File: config.mk
export PLATFORM = sky130hd
export DESIGN_NAME = tic_div_cell
export DESIGN_NICKNAME = d
export VERILOG_FILES = /design/src/rtl/tic_div_cell.sv
export SDC_FILE = /design/constraint.sdc
export NUM_CORES = 1
export LEC_CHECK = 0
export BUFFER_PORTS_ARGS = -buffer_cell sky130_fd_sc_hd__buf_4
export CAP_MARGIN = 30
export CORE_MARGIN = 4
export CORE_UTILIZATION = 30
export CTS_BUF_LIST = sky130_fd_sc_hd__clkbuf_16
export DETAILED_ROUTE_END_ITERATION = 10
export GPL_ROUTABILITY_DRIVEN = 0
export GPL_TIMING_DRIVEN = 0
export PLACE_DENSITY = 0.65
export REMOVE_ABC_BUFFERS = 1
export SETUP_SLACK_MARGIN = 0.2
export SYNTH_ARGS = -nofsm -noshare
export SYNTH_HDL_FRONTEND = slang
export SYNTH_SLANG_ARGS = --single-unit
File: constraint.sdc
create_clock -name clk -period 6.65 [get_ports clk]
set_input_delay 0.9975 -clock clk [delete_from_list [all_inputs] [get_ports clk]]
set_output_delay 0.9975 -clock clk [all_outputs]
set_load 0.02 [all_outputs]
File: src/rtl/tic_div_cell.sv
`default_nettype none
module tic_div_cell #(
	parameter int DW = 35,
	parameter int QW = 32
) (
	input  wire logic          clk,
	input  wire logic [DW-1:0] rem_i,
	input  wire logic [QW-1:0] nlo_i,
	input  wire logic [DW-1:0] d_i,
	output logic      [DW-1:0] rem_o,
	output logic      [QW-1:0] nlo_o,
	output logic      [DW-1:0] d_o
);

	logic [DW:0] trial;
	logic [DW:0] diff;
	logic        ge;

	// One quotient bit: the next dividend bit shifts out, the quotient bit shifts in.
	assign trial = {rem_i, nlo_i[QW-1]};
	assign diff  = trial - {1'b0, d_i};
	assign ge    = (trial >= {1'b0, d_i});

	always_ff @(posedge clk) begin
		rem_o <= ge ? diff[DW-1:0] : trial[DW-1:0];
		nlo_o <= {nlo_i[QW-2:0], ge};
		d_o   <= d_i;
	end

endmodule
`default_nettype wire

==> flow_summary.json <==
{
  "cts_buffer_depth": 2,
  "grt_util_met2": 0.219,
  "fp.dieArea_mm2": 0.0174,
  "netlist_instances": 503,
  "synth_top_area_frac": 0.443,
  "crit_path_end_kind": "flip-flop",
  "diodes": 0,
  "yosysMostFrequentCell": "dfxtp_1",
  "vdd_drop_max_mv": 0.127,
  "syn_area_per_cell_um2": 9.17,
  "hold_buffers": 0,
  "drt_iter0_drc": 188,
  "use_met1": 0.183,
  "initial_core_util": 0.305,
  "power.density_mw_per_mm2": 258,
  "drc": 0,
  "grt_pass1_vias": 4040,
  "viasPerCell": 4.66,
  "crit_arrival_ps": 3920,
  "final_area_mm2": 0.00667,
  "vias": 4202,
  "min_period_over_period": 0.551,
  "cp_num_buf_inv": 4,
  "portBuffers": 204,
  "cpLargestDelayFamily": "compound AO/OA/AOI/OAI gates",
  "worstMarginPinSlew_ps": 607,
  "slew_viol_final": 0,
  "antenna_found_initial": 0,
  "htreeDepth": 3,
  "hold_path.class": "in -> reg",
  "synth_flop_cell": "dfxtp_1",
  "period_minus_slack_ps": 3670,
  "slew_headroom": 0.596,
  "synth_seq_cells": 102,
  "setup_viol_count_final": 0,
  "dieWidth_um": 132,
  "clockRootBuffer": "clkbuf_16",
  "crit_slowest_cell": "a2111oi_4",
  "crit_type": "in -> reg",
  "synth_top_area_cell": "dfxtp_1",
  "cp_num_cells": 13,
  "routedWlPerCell_um": 14.0,
  "grt_overflow_total": 0,
  "cts.repair_timing.setup_buffer_count": 0,
  "drive_above_1_share": 0.325,
  "fin_util": 0.441,
  "grt-busiest-layer": "met2",
  "cts_sinks": 102,
  "synthTopCellsByArea": "dfxtp_1 (44%), ha_1 (9.5%), nand2_1 (5.1%)",
  "p_total_mw": 1.72,
  "syn_area_mm2": 0.00461,
  "antenna_left": 0,
  "instances_no_fill": 901,
  "cap_violations": 0,
  "rows": 45,
  "rsz0062_at_grt": "false",
  "dp_hpwl_mm": 10.4,
  "die_h_um": 132,
  "first_pass_iters": 4,
  "cts_tree": "yes",
  "critical_path.endpoint": "rem_o[10]",
  "yosysWarnings": 0,
  "grt_start_max_net_pins": 26,
  "netlist-cell-type-count": 56,
  "crit_chain": "buf_4, inv_1, ha_1, fa_1, and2b_1, o2111ai_1, a2111oi_4, nand4bb_2, and3_1, o32ai_4, buf_16, buf_8, mux2_1",
  "core_mm2": 0.0151,
  "dp.cells": 885,
  "start_kind": "input port",
  "worstPathMaxFanout": 20,
  "critPathLaunch": "nlo_i[31]",
  "ioPinCount": 205,
  "synth_seq_area_share": 0.443,
  "cts_made_buffers": 9,
  "hold_viol_final": 0,
  "grt_util_met3": 0.0546,
  "fin_setup_tns_ps": 0,
  "cp_slowest_stage_delay_ps": 450,
  "grt_pass1_wl_mm": 19.9,
  "required_ps": 6900,
  "synth-edff-count": 0,
  "wl_mm": 12.6,
  "power.leakage_nw": 3.23,
  "placed_area_mm2": 0.00639,
  "syn2layout_area_growth_pct": 44.7,
  "fmax_mhz": 273,
  "cts_resized": 0,
  "final_nets": 847,
  "synth_common_cells": "dfxtp_1 (102), nand2_1 (63), inv_1 (41)",
  "path_clk_slew_ps": 70,
  "ys_async_sr_fraction": 0,
  "status": "completed",
  "track_usage": 0.142
}
==> cells by family after synthesis <==
family                     count (synthesis)  share of synthesized area
AOI/OAI and AO/OA                        141                      0.203
and+or+nand+nor                          137                      0.143
DFF                                      102                      0.443
buffers and inverters                     55                     0.0488
adders and majority gates                 36                     0.0993
xor gates and xnor gates                  28                     0.0532
muxes                                      4                    0.00949
==> state kept, by name, summed over array words and instances, names as in the netlist <==
signal / cells
d_o: 35
rem_o: 35
nlo_o: 32
==> worst min-delay path by stage <==
stage,start,end,slack [ps],cells past startpoint
after global routing,nlo_i[7],nlo_o[8],710,1
after CTS,nlo_i[5],nlo_o[6],720,1
after detailed placement,nlo_i[3],nlo_o[4],1100,1
final,nlo_i[14],nlo_o[15],740,1
after floorplan,d_i[0],d_o[0],1030,0
after global placement,nlo_i[5],nlo_o[6],1100,1
==> layer usage <==
metal | vias to the layer above | wire [um]
met5 | - | 0
met4 | 0 | 212
met3 | 15 | 1010
met2 | 135 | 5630
met1 | 1884 | 5790
li1 | 2168 | -
==> layout make-up <==
| cell class | count | area [um^2] |
|---|---|---|
| Inverter | 42 | 158 |
| Sequential cell | 102 | 2040 |
| Clock buffer | 9 | 225 |
| Tap cell | 188 | 235 |
| Clock inverter | 7 | 55.1 |
| Timing Repair Buffer | 207 | 1600 |
| Multi-Input combinational cell | 346 | 2360 |
| Fill cell | 1544 | 8470 |
==> where the power goes <==
part	leakage, nW	switching [mW]	internal [mW]
registers	0.860	0.0171	0.681
clock network	0.132	0.243	0.257
logic	2.24	0.289	0.238
==> per-stage QoR <==
step                setup WS (ps)  hold WS (ps)
CTS                          2960           725
floorplan                    2250          1030
global placement             1100          1100
detailed placement           2580          1100
global route                 2770           713
finish                       2980           736
==> cell usage in the layout, fill, tap and decap left out, types with 8 or more instances in the layout <==
cell,n
buf_4,204
xnor2_1,12
nor2_1,16
nand2_1,63
o31ai_1,8
and3_1,11
xor2_1,16
clkbuf_16,9
o21ai_0,16
a21o_1,16
ha_1,35
o21ai_1,29
a21oi_1,32
dfxtp_1,102
inv_1,42
nand3_1,8
Note: power is estimated with default switching activity, not from simulation.
