===== config.mk =====
export PLATFORM = sky130hd
export DESIGN_NAME = tic_sqrt_cell
export DESIGN_NICKNAME = d
export VERILOG_FILES = /design/src/rtl/tic_sqrt_cell.sv
export SDC_FILE = /design/constraint.sdc
export NUM_CORES = 1
export LEC_CHECK = 0
export BUFFER_PORTS_ARGS = -buffer_cell sky130_fd_sc_hd__buf_2
export CAP_MARGIN = 20
export CORE_MARGIN = 2
export CORE_UTILIZATION = 25
export DETAILED_ROUTE_END_ITERATION = 6
export GPL_TIMING_DRIVEN = 0
export HOLD_SLACK_MARGIN = 0.05
export PLACE_DENSITY = 0.51
export SYNTH_ARGS = -nofsm -noshare
export SYNTH_HDL_FRONTEND = slang
export SYNTH_SLANG_ARGS = --single-unit

===== constraint.sdc =====
create_clock -name clk -period 4.1 [get_ports clk]
set_input_delay 0.615 -clock clk [delete_from_list [all_inputs] [get_ports clk]]
set_output_delay 0.615 -clock clk [all_outputs]
set_load 0.005 [all_outputs]

===== src/rtl/tic_sqrt_cell.sv =====
`default_nettype none
module tic_sqrt_cell #(
	parameter int N = 33
) (
	input  wire logic             clk,
	input  wire logic [2*N-1:0]   rad_i,
	input  wire logic [N-1:0]     root_i,
	input  wire logic [N+1:0]     rem_i,
	output logic      [2*N-1:0]   rad_o,
	output logic      [N-1:0]     root_o,
	output logic      [N+1:0]     rem_o
);

	logic [N+1:0] rem_sh;
	logic [N+1:0] trial;
	logic         ge;

	// One root bit: bring in two radicand bits and try the odd trial value.
	assign rem_sh = {rem_i[N-1:0], rad_i[2*N-1:2*N-2]};
	assign trial  = {root_i, 2'b01};
	assign ge     = (rem_sh >= trial);

	always_ff @(posedge clk) begin
		rad_o  <= {rad_i[2*N-3:0], 2'b00};
		root_o <= {root_i[N-2:0], ge};
		rem_o  <= ge ? (rem_sh - trial) : rem_sh;
	end

endmodule
`default_nettype wire


==> summary.md, run 1 <==
| Metric | Value |
|---|---|
| Status | finished clean |
| Die area | 22010 µm² |
| Final Core Density | 0.3667 |
| Via-to-Cell Ratio | 4.335 |
| Initial DRC Count | 213 |
| ANT cells | 0 |
| Vias in the first global route | 4757 |
| IR drop worst, VDD | 0.2345 mV |
| EDFF count, synth | 0 |
| Max Fanout on Critical Path | 10 |
| Hold-fix buffers, CTS | 0 |
| Synth Instances | 527 |
| Post-route DRC | 0 |
| First-pass GRT wire length | 25210 µm |
| Fillers | 2132 |
| Num ports | 269 |
| Synth Register Bits | 132 |
| Clk sink count | 132 |
| Tmin final | 3011 ps |
| Synth Flop Type | dfxtp_1 |
| Switching part of the total | 0.2772 |
| WL final | 16590 µm |
| Hpwl dp | 13360 µm |
| DRT Pass-1 Iters | 4 |
| Max clock buf depth | 2 |
| Setup TNS | 0 ps |
| Register area share after synthesis | 0.5072 |
| HP Class | in -> reg |
| Nets | 981 |
| Synth unique cells | 63 |
| Post-CTS repair timing setup buffer count | 0 |
| Setup crit end kind | flip-flop |
| Sequential power share | 0.393 |
| Hold Startpoint | rad_i[54] |
| Switching pwr | 1.002 mW |
| PostCTS Resize Cnt | 0 |
| Warnings, synthesis | 0 |
| Core Area | 20360 µm² |
| Comb pwr share | 0.182 |
| H-tree depth | 4 |
| Average instance area after synthesis | 9.886 µm² |
| Final setup fails | 0 |
| RSZ-0062 raised after global routing | false |
| Worst-margin pin slew | 731.9 ps |
| Commonest non-fill, non-tap cell in the layout | buf_2 |
| Routed Antenna Nets | 0 |
| Peak Freq | 332.1 MHz |
| Routed vias | 4743 |
| Cell Area, Synth | 5210 µm² |
| RD Place Congestion | 0.8042 |
| Critical path startpoint category | primary input |
| Clock Tree Root | clkbuf_16 |
| Gr ovfl total | 0 |
| Antenna violations before repair | 0 |
| Synth async-reset ratio | 0 |
| Max Cap Viol | 0 |
| # rows | 52 |
| CP Class | in -> reg |
| Hold path depth | 1 |
| Hold EP | rad_o[56] |
| Die H | 148.4 µm |
| Routed length per instance | 15.17 µm |
| Initial Utilization | 0.2558 |
| Largest net degree at the start of global routing | 17 |
| Cell internal pwr | 2.612 mW |
| Area of the multi-input gates | 2288 µm² |
| Slew Viols, Final | 0 |
| Fraction of layout instances using a drive strength above 1 | 0.4005 |
| Placement-stage cell area | 6873 µm² |
| Area Growth Syn to Fin | 43.35% |
| Lkg Pwr | 3.705 nW |
| Final Cell Area | 7468 µm² |
| Commonest non-fill, non-tap cells in the layout | 269 x buf_2, 132 x dfxtp_1, 52 x a21oi_1 |
| CTS tree | done |
| Critical Path RT | 4410 ps |
| Worst rel slew slack | 0.5088 |
| Endpoints failing hold | 0 |
| CTS clk-pin slew, worst paths | 70 ps |
| Period utilisation layout | 0.7344 |
| FF/Latch Area | 2643 µm² |
| PwrDens | 483.9 nW/µm² |
| Fin Hold WS | 300.4 ps |
| Number of CTS-inserted buffers | 17 |
| I/O Buffers | 264 |
| Worst path arrival time | 3320 ps |
| Total global routing track utilization | 0.1492 |
| Clock group share of total power | 0.425 |
| Die Wd | 148.4 µm |
==> worst max-delay path by stage <==
stage               start        end  slack, ps
3_3_place_gp    root_i[0]  rem_o[28]        590
2_1_floorplan   root_i[0]  rem_o[25]       1430
3_5_place_dp    root_i[0]  rem_o[28]        630
5_1_grt        root_i[10]  rem_o[28]        850
4_1_cts         root_i[0]  rem_o[28]       1050
6_report       root_i[10]  rem_o[28]       1090
==> final cells by class <==
class | instances | area share
inverter | 44 | 0.02211
buffer | 16 | 0.01575
clock buffer | 18 | 0.05746
clock inverter | 14 | 0.02228
sequential | 132 | 0.3538
tap | 270 | 0.04523
timing repair buffer | 264 | 0.1769
multi-input combinational | 336 | 0.3064
==> critical path, cell delays in order <==
cell and delay, ps:
buf_2 90, inv_1 40, ha_1 300, buf_6 140, a21oi_1 270, o21ai_0 130, a21oi_1 210, o211ai_2 200
a21oi_2 300, o31a_1 260, buf_4 260, buf_2 310, nand2_1 110, o41ai_2 70
==> cell usage after synthesis, types with 2 or more instances <==
master,n,share of area
xnor2_1,16,0.027
a31oi_1,4,0.0048
a31o_2,2,0.0034
nor4b_1,2,0.0034
nand2_1,36,0.026
and3b_1,2,0.0034
and2_1,2,0.0024
a211o_1,3,0.0050
o21ai_0,22,0.021
a21o_1,16,0.023
o21ai_1,4,0.0038
a21boi_0,3,0.0043
and4_1,2,0.0034
a21oi_1,52,0.050
nand2b_1,4,0.0048
nor4_1,3,0.0036
buf_2,5,0.0048
o211ai_1,4,0.0058
o21a_1,7,0.010
ha_1,35,0.084
nand4_1,9,0.011
o221ai_1,2,0.0034
a21oi_2,2,0.0034
xor2_1,11,0.018
and3_1,4,0.0048
nor2_1,33,0.024
o31ai_1,3,0.0043
inv_1,44,0.032
buf_6,3,0.0065
nand3_1,10,0.0096
o21bai_1,6,0.0086
clkbuf_1,2,0.0014
buf_4,4,0.0058
nor3_1,9,0.0086
dfxtp_1,132,0.51
a211oi_1,2,0.0029
==> kinds of logic (layout without fill, tap and decap cells) <==
| kind of cell | count (synthesis) | in the layout | synth area share |
|---|---|---|---|
| buf+inv | 60 | 356 | 0.05427 |
| other cells | 1 | 2 | 0.0007198 |
| simple gates | 124 | 124 | 0.1177 |
| mux | 1 | 1 | 0.002161 |
| fa+ha+maj | 35 | 35 | 0.08405 |
| compound gates | 147 | 147 | 0.1885 |
| flops | 132 | 132 | 0.5072 |
| xor+xnor | 27 | 27 | 0.04539 |
==> power groups by stage <==
stage,sequential (mW),combinational (mW),clock [mW]
6_report,1.42,0.658,1.53
5_1_grt,1.43,0.733,1.64
4_1_cts,1.42,0.671,1.59
3_5_place_dp,1.45,0.666,0
3_3_place_gp,1.45,0.666,0
2_1_floorplan,1.47,0.350,0
==> through the flow <==
stage,total power [mW],worst slack (ps),std cells
after floorplan,1.822,1434,528
after global placement,2.114,590.1,1062
after detailed placement,2.117,626.5,1062
after CTS,3.684,1050,1094
after global routing,3.811,847.5,1094
final,3.614,1089,1094
==> flip-flops by register name, indices dropped and copies added (netlist names) <==
| name | flops |
|---|---|
| root_o | 33 |
| rem_o | 35 |
| rad_o | 64 |
==> metal layers <==
layer / routed length, µm / vias up / global-route usage
li1: - / 2404 / -
met1: 6443 / 2136 / 0.1626
met2: 8723 / 192 / 0.2782
met3: 1207 / 11 / 0.04141
met4: 218 / 0 / 0.04857
met5: 0 / - / 0
No activity file was read; power rests on OpenSTA's default activity.
==> inputs of run 2 (changes only) <==
--- a/config.mk
+++ b/config.mk
@@ -5,6 +5,7 @@
 export SDC_FILE = /design/constraint.sdc
 export NUM_CORES = 1
 export LEC_CHECK = 0
+export ABC_AREA = 1
 export BUFFER_PORTS_ARGS = -buffer_cell sky130_fd_sc_hd__buf_2
 export CAP_MARGIN = 20
 export CORE_MARGIN = 2
@@ -12,7 +13,7 @@
 export DETAILED_ROUTE_END_ITERATION = 6
 export GPL_TIMING_DRIVEN = 0
 export HOLD_SLACK_MARGIN = 0.05
-export PLACE_DENSITY = 0.51
+export PLACE_DENSITY = 0.5
 export SYNTH_ARGS = -nofsm -noshare
 export SYNTH_HDL_FRONTEND = slang
 export SYNTH_SLANG_ARGS = --single-unit
==> constraint.sdc (replaced) <==
create_clock -name clk -period 3.14 [get_ports clk]
set_input_delay 0.471 -clock clk [delete_from_list [all_inputs] [get_ports clk]]
set_output_delay 0.471 -clock clk [all_outputs]
set_load 0.005 [all_outputs]
==> summary.md, run 2 <==
| Metric | Value |
|---|---|
| Status | finished clean (unchanged) |
| Endpoints failing hold | 0 (unchanged) |
| CTS clk-pin slew, worst paths | 60 ps (was 70 ps) |
| Final Cell Area | 8170 µm² (was 7468 µm²) |
| Cell Area, Synth | 5863 µm² (was 5210 µm²) |
| PwrDens | 588.6 nW/µm² (was 483.9 nW/µm²) |
| Synth Register Bits | 132 (unchanged) |
| Top cells by count, synth | 297 x nand2_1, 150 x inv_1, 132 x dfxtp_1, 45 x nor2_1, 35 x ha_1 (was 132 x dfxtp_1, 52 x a21oi_1, 44 x inv_1, 36 x nand2_1, 35 x ha_1) |
| Post-route DRC | 0 (unchanged) |
| Peak Freq | 445.8 MHz |
| Die Wd | 157.1 µm (was 148.4 µm) |
| Most numerous cell in the Yosys netlist | nand2_1 (was dfxtp_1) |
| Average instance area after synthesis | 7.283 µm² (was 9.886 µm²) |
| Die H | 157.1 µm (was 148.4 µm) |
| Final setup fails | 0 (unchanged) |
| Initial DRC Count | 230 (was 213) |
| Commonest non-fill, non-tap cell in the layout | nand2_1 (was buf_2) |
| WP depth | 17 (was 14) |
| Clock Tree Root | clkbuf_16 (unchanged) |
| Delay-heaviest family, CP | simple AND/OR/NAND/NOR gates (was compound AO/OA/AOI/OAI gates) |
| Via-to-Cell Ratio | 4.004 (was 4.335) |
| First-pass GRT wire length | 29660 µm (was 25210 µm) |
| CP peak stage delay | 360 ps (was 310 ps) |
| Register area share after synthesis | 0.4507 (was 0.5072) |
| Top Registers | rad_o (64), rem_o (35), root_o (33) (unchanged) |
| Routed Antenna Nets | 0 (unchanged) |
| # rows | 56 (was 52) |
| H-tree depth | 4 (unchanged) |
| Nets | 1259 (was 981) |
| Gr ovfl total | 0 (unchanged) |
| Dominant cells by area after synthesis | dfxtp_1 45%, nand2_1 19%, inv_1 9.6%, ha_1 7.5%, nor2_1 2.9% (was dfxtp_1 51%, ha_1 8.4%, a21oi_1 5.0%, inv_1 3.2%, xnor2_1 2.7%) |
| CP dominant cell by count | nand2_1 |
| Hold path depth | 1 (unchanged) |
| RD Place Congestion | 0.8346 (was 0.8042) |
| Max reg flops | 64 (unchanged) |
| Antenna violations before repair | 1 (was 0) |
| Synth async-reset ratio | 0 (unchanged) |
| CP Class | in -> reg (unchanged) |
| Clk sink count | 132 (unchanged) |
| Total global routing track utilization | 0.1601 (was 0.1492) |
| Setup TNS | 0 ps (unchanged) |
| Dominant cell type by area after synthesis | dfxtp_1 (unchanged) |
| Largest net degree at the start of global routing | 17 (unchanged) |
| Period utilisation layout | 0.7144 |
| Worst path arrival time | 2590 ps (was 3320 ps) |
| Post-CTS repair timing setup buffer count | 0 (unchanged) |
| Fraction of layout instances using a drive strength above 1 | 0.2958 (was 0.4005) |
| Placement-stage cell area | 7587 µm² (was 6873 µm²) |
| ANT cells | 0 (unchanged) |
| IR drop worst, VDD | 0.2872 mV (was 0.2345 mV) |
| PostCTS Resize Cnt | 0 (unchanged) |
| Hpwl dp | 16300 µm (was 13360 µm) |
| Lkg Pwr | 4.676 nW (was 3.705 nW) |
| DRT Pass-1 Iters | 4 (unchanged) |
| Slew Viols, Final | 0 (unchanged) |
| HP Class | in -> reg (unchanged) |
| Synth unique cells | 27 (was 63) |
| Synth Flop Type | dfxtp_1 (unchanged) |
| Warnings, synthesis | 0 (unchanged) |
| Setup crit end kind | flip-flop (unchanged) |
| Vias in the first global route | 5630 (was 4757) |
| Buf+Inv Stages, Crit Path | 6 (was 5) |
| Hold-fix buffers, CTS | 0 (unchanged) |
| Core Area | 23260 µm² (was 20360 µm²) |
| CP Cell Sequence | buf_2 > inv_1 > ha_1 > nand2_1 > inv_1 > nand2_1 > nand2_1 > inv_1 > nand2_1 > a21oi_1 > nand2_1 > nand2_1 > nand2_2 > inv_2 > buf_4 > nand2_1 > nand2_1 (was buf_2 > inv_1 > ha_1 > buf_6 > a21oi_1 > o21ai_0 > a21oi_1 > o211ai_2 > a21oi_2 > o31a_1 > buf_4 > buf_2 > nand2_1 > o41ai_2) |
| Initial Utilization | 0.2520 (was 0.2558) |
| Crit path max-delay cell type | ha_1 (was buf_2) |
| Max clock buf depth | 2 (unchanged) |
| I/O Buffers | 264 (unchanged) |
| Share of the synthesized area in the top cell type | 0.4507 (was 0.5072) |
| Max Cap Viol | 0 (unchanged) |
| Routed vias | 5689 (was 4743) |
| Number of CTS-inserted buffers | 17 (unchanged) |
| Critical Path RT | 3490 ps (was 4410 ps) |
| Num ports | 269 (unchanged) |
| Critical path startpoint category | primary input (unchanged) |
| WL final | 19540 µm (was 16590 µm) |
| Die area | 24690 µm² (was 22010 µm²) |
| Area Growth Syn to Fin | 39.35% (was 43.35%) |
| CTS tree | done (unchanged) |
| RSZ-0062 raised after global routing | false (unchanged) |
| Largest register by flop count | rad_o (unchanged) |
| EDFF count, synth | 0 (unchanged) |
| Max Fanout on Critical Path | 10 (unchanged) |
| Tmin final | 2243 ps |
| Commonest non-fill, non-tap cells in the layout | 297 x nand2_1, 264 x buf_2, 150 x inv_1 (was 269 x buf_2, 132 x dfxtp_1, 52 x a21oi_1) |
| Synth Instances | 805 (was 527) |
| Routed length per instance | 13.75 µm (was 15.17 µm) |
[run 2: cell count changes in the layout (fill, tap and decap cells not counted), sizes merged, moves of 12 or more]
cell / change
a21o: -16
xnor2: -15
inv: +104
a21oi: -26
nand3: +34
o21ai: -12
nand2: +266
nor2: +17
[run 2: worst paths after layout]
check | start | end | slack [ps]
setup / recovery | root_i[15] | rem_o[3] | 900
hold / removal | rad_i[35] | rad_o[37] | 150
[run 2: layout make-up]
class / count / area, µm²
sequential: 132 / 2643
clock inverter: 13 / 150.1
multi-input combinational: 514 / 2566
fill: 2539 / 15090
clock buffer: 19 / 432.9
timing repair buffer: 264 / 1321
buffer: 9 / 91.34
inverter: 151 / 566.8
tap: 319 / 399.1
[run 2: layer usage]
metal  part of all wire  track usage  vias up
met3              0.061      0.03855        9
met1               0.44       0.1882     2488
met4             0.0078      0.03896        2
li1                   -            -     2995
met2               0.49       0.2922      195
met5            0.00067            0        -
[run 2: per-stage QoR]
stage / worst slack [ps] / power [mW] / hold slack, ps / cells / utilization
detailed placement: 427.5 / 2.852 / 574.6 / 1389 / 0.3262
global route: 720.0 / 5.106 / 126.5 / 1421 / 0.3512
floorplan: 1129 / 2.427 / 498.7 / 806 / -
finish: 896.7 / 4.809 / 154.7 / 1421 / 0.3512
global placement: 415.9 / 2.850 / 573.3 / 1389 / 0.3262
CTS: 856.0 / 4.902 / 131.2 / 1421 / 0.3512
[run 2: logic make-up after synthesis]
logic type,Yosys count,synth area share
simple gates,411,0.2917
buf+inv,160,0.1122
flops,132,0.4507
compound gates,48,0.04311
fa+ha+maj,35,0.07469
xor+xnor,18,0.02689
other cells,1,0.0006396
[run 2: report_power, final]
| group | internal [mW] | switching, mW | total (mW) |
|---|---|---|---|
| clock | 1.18 | 0.824 | 2.01 |
| combinational | 0.380 | 0.565 | 0.944 |
| sequential | 1.83 | 0.0316 | 1.86 |
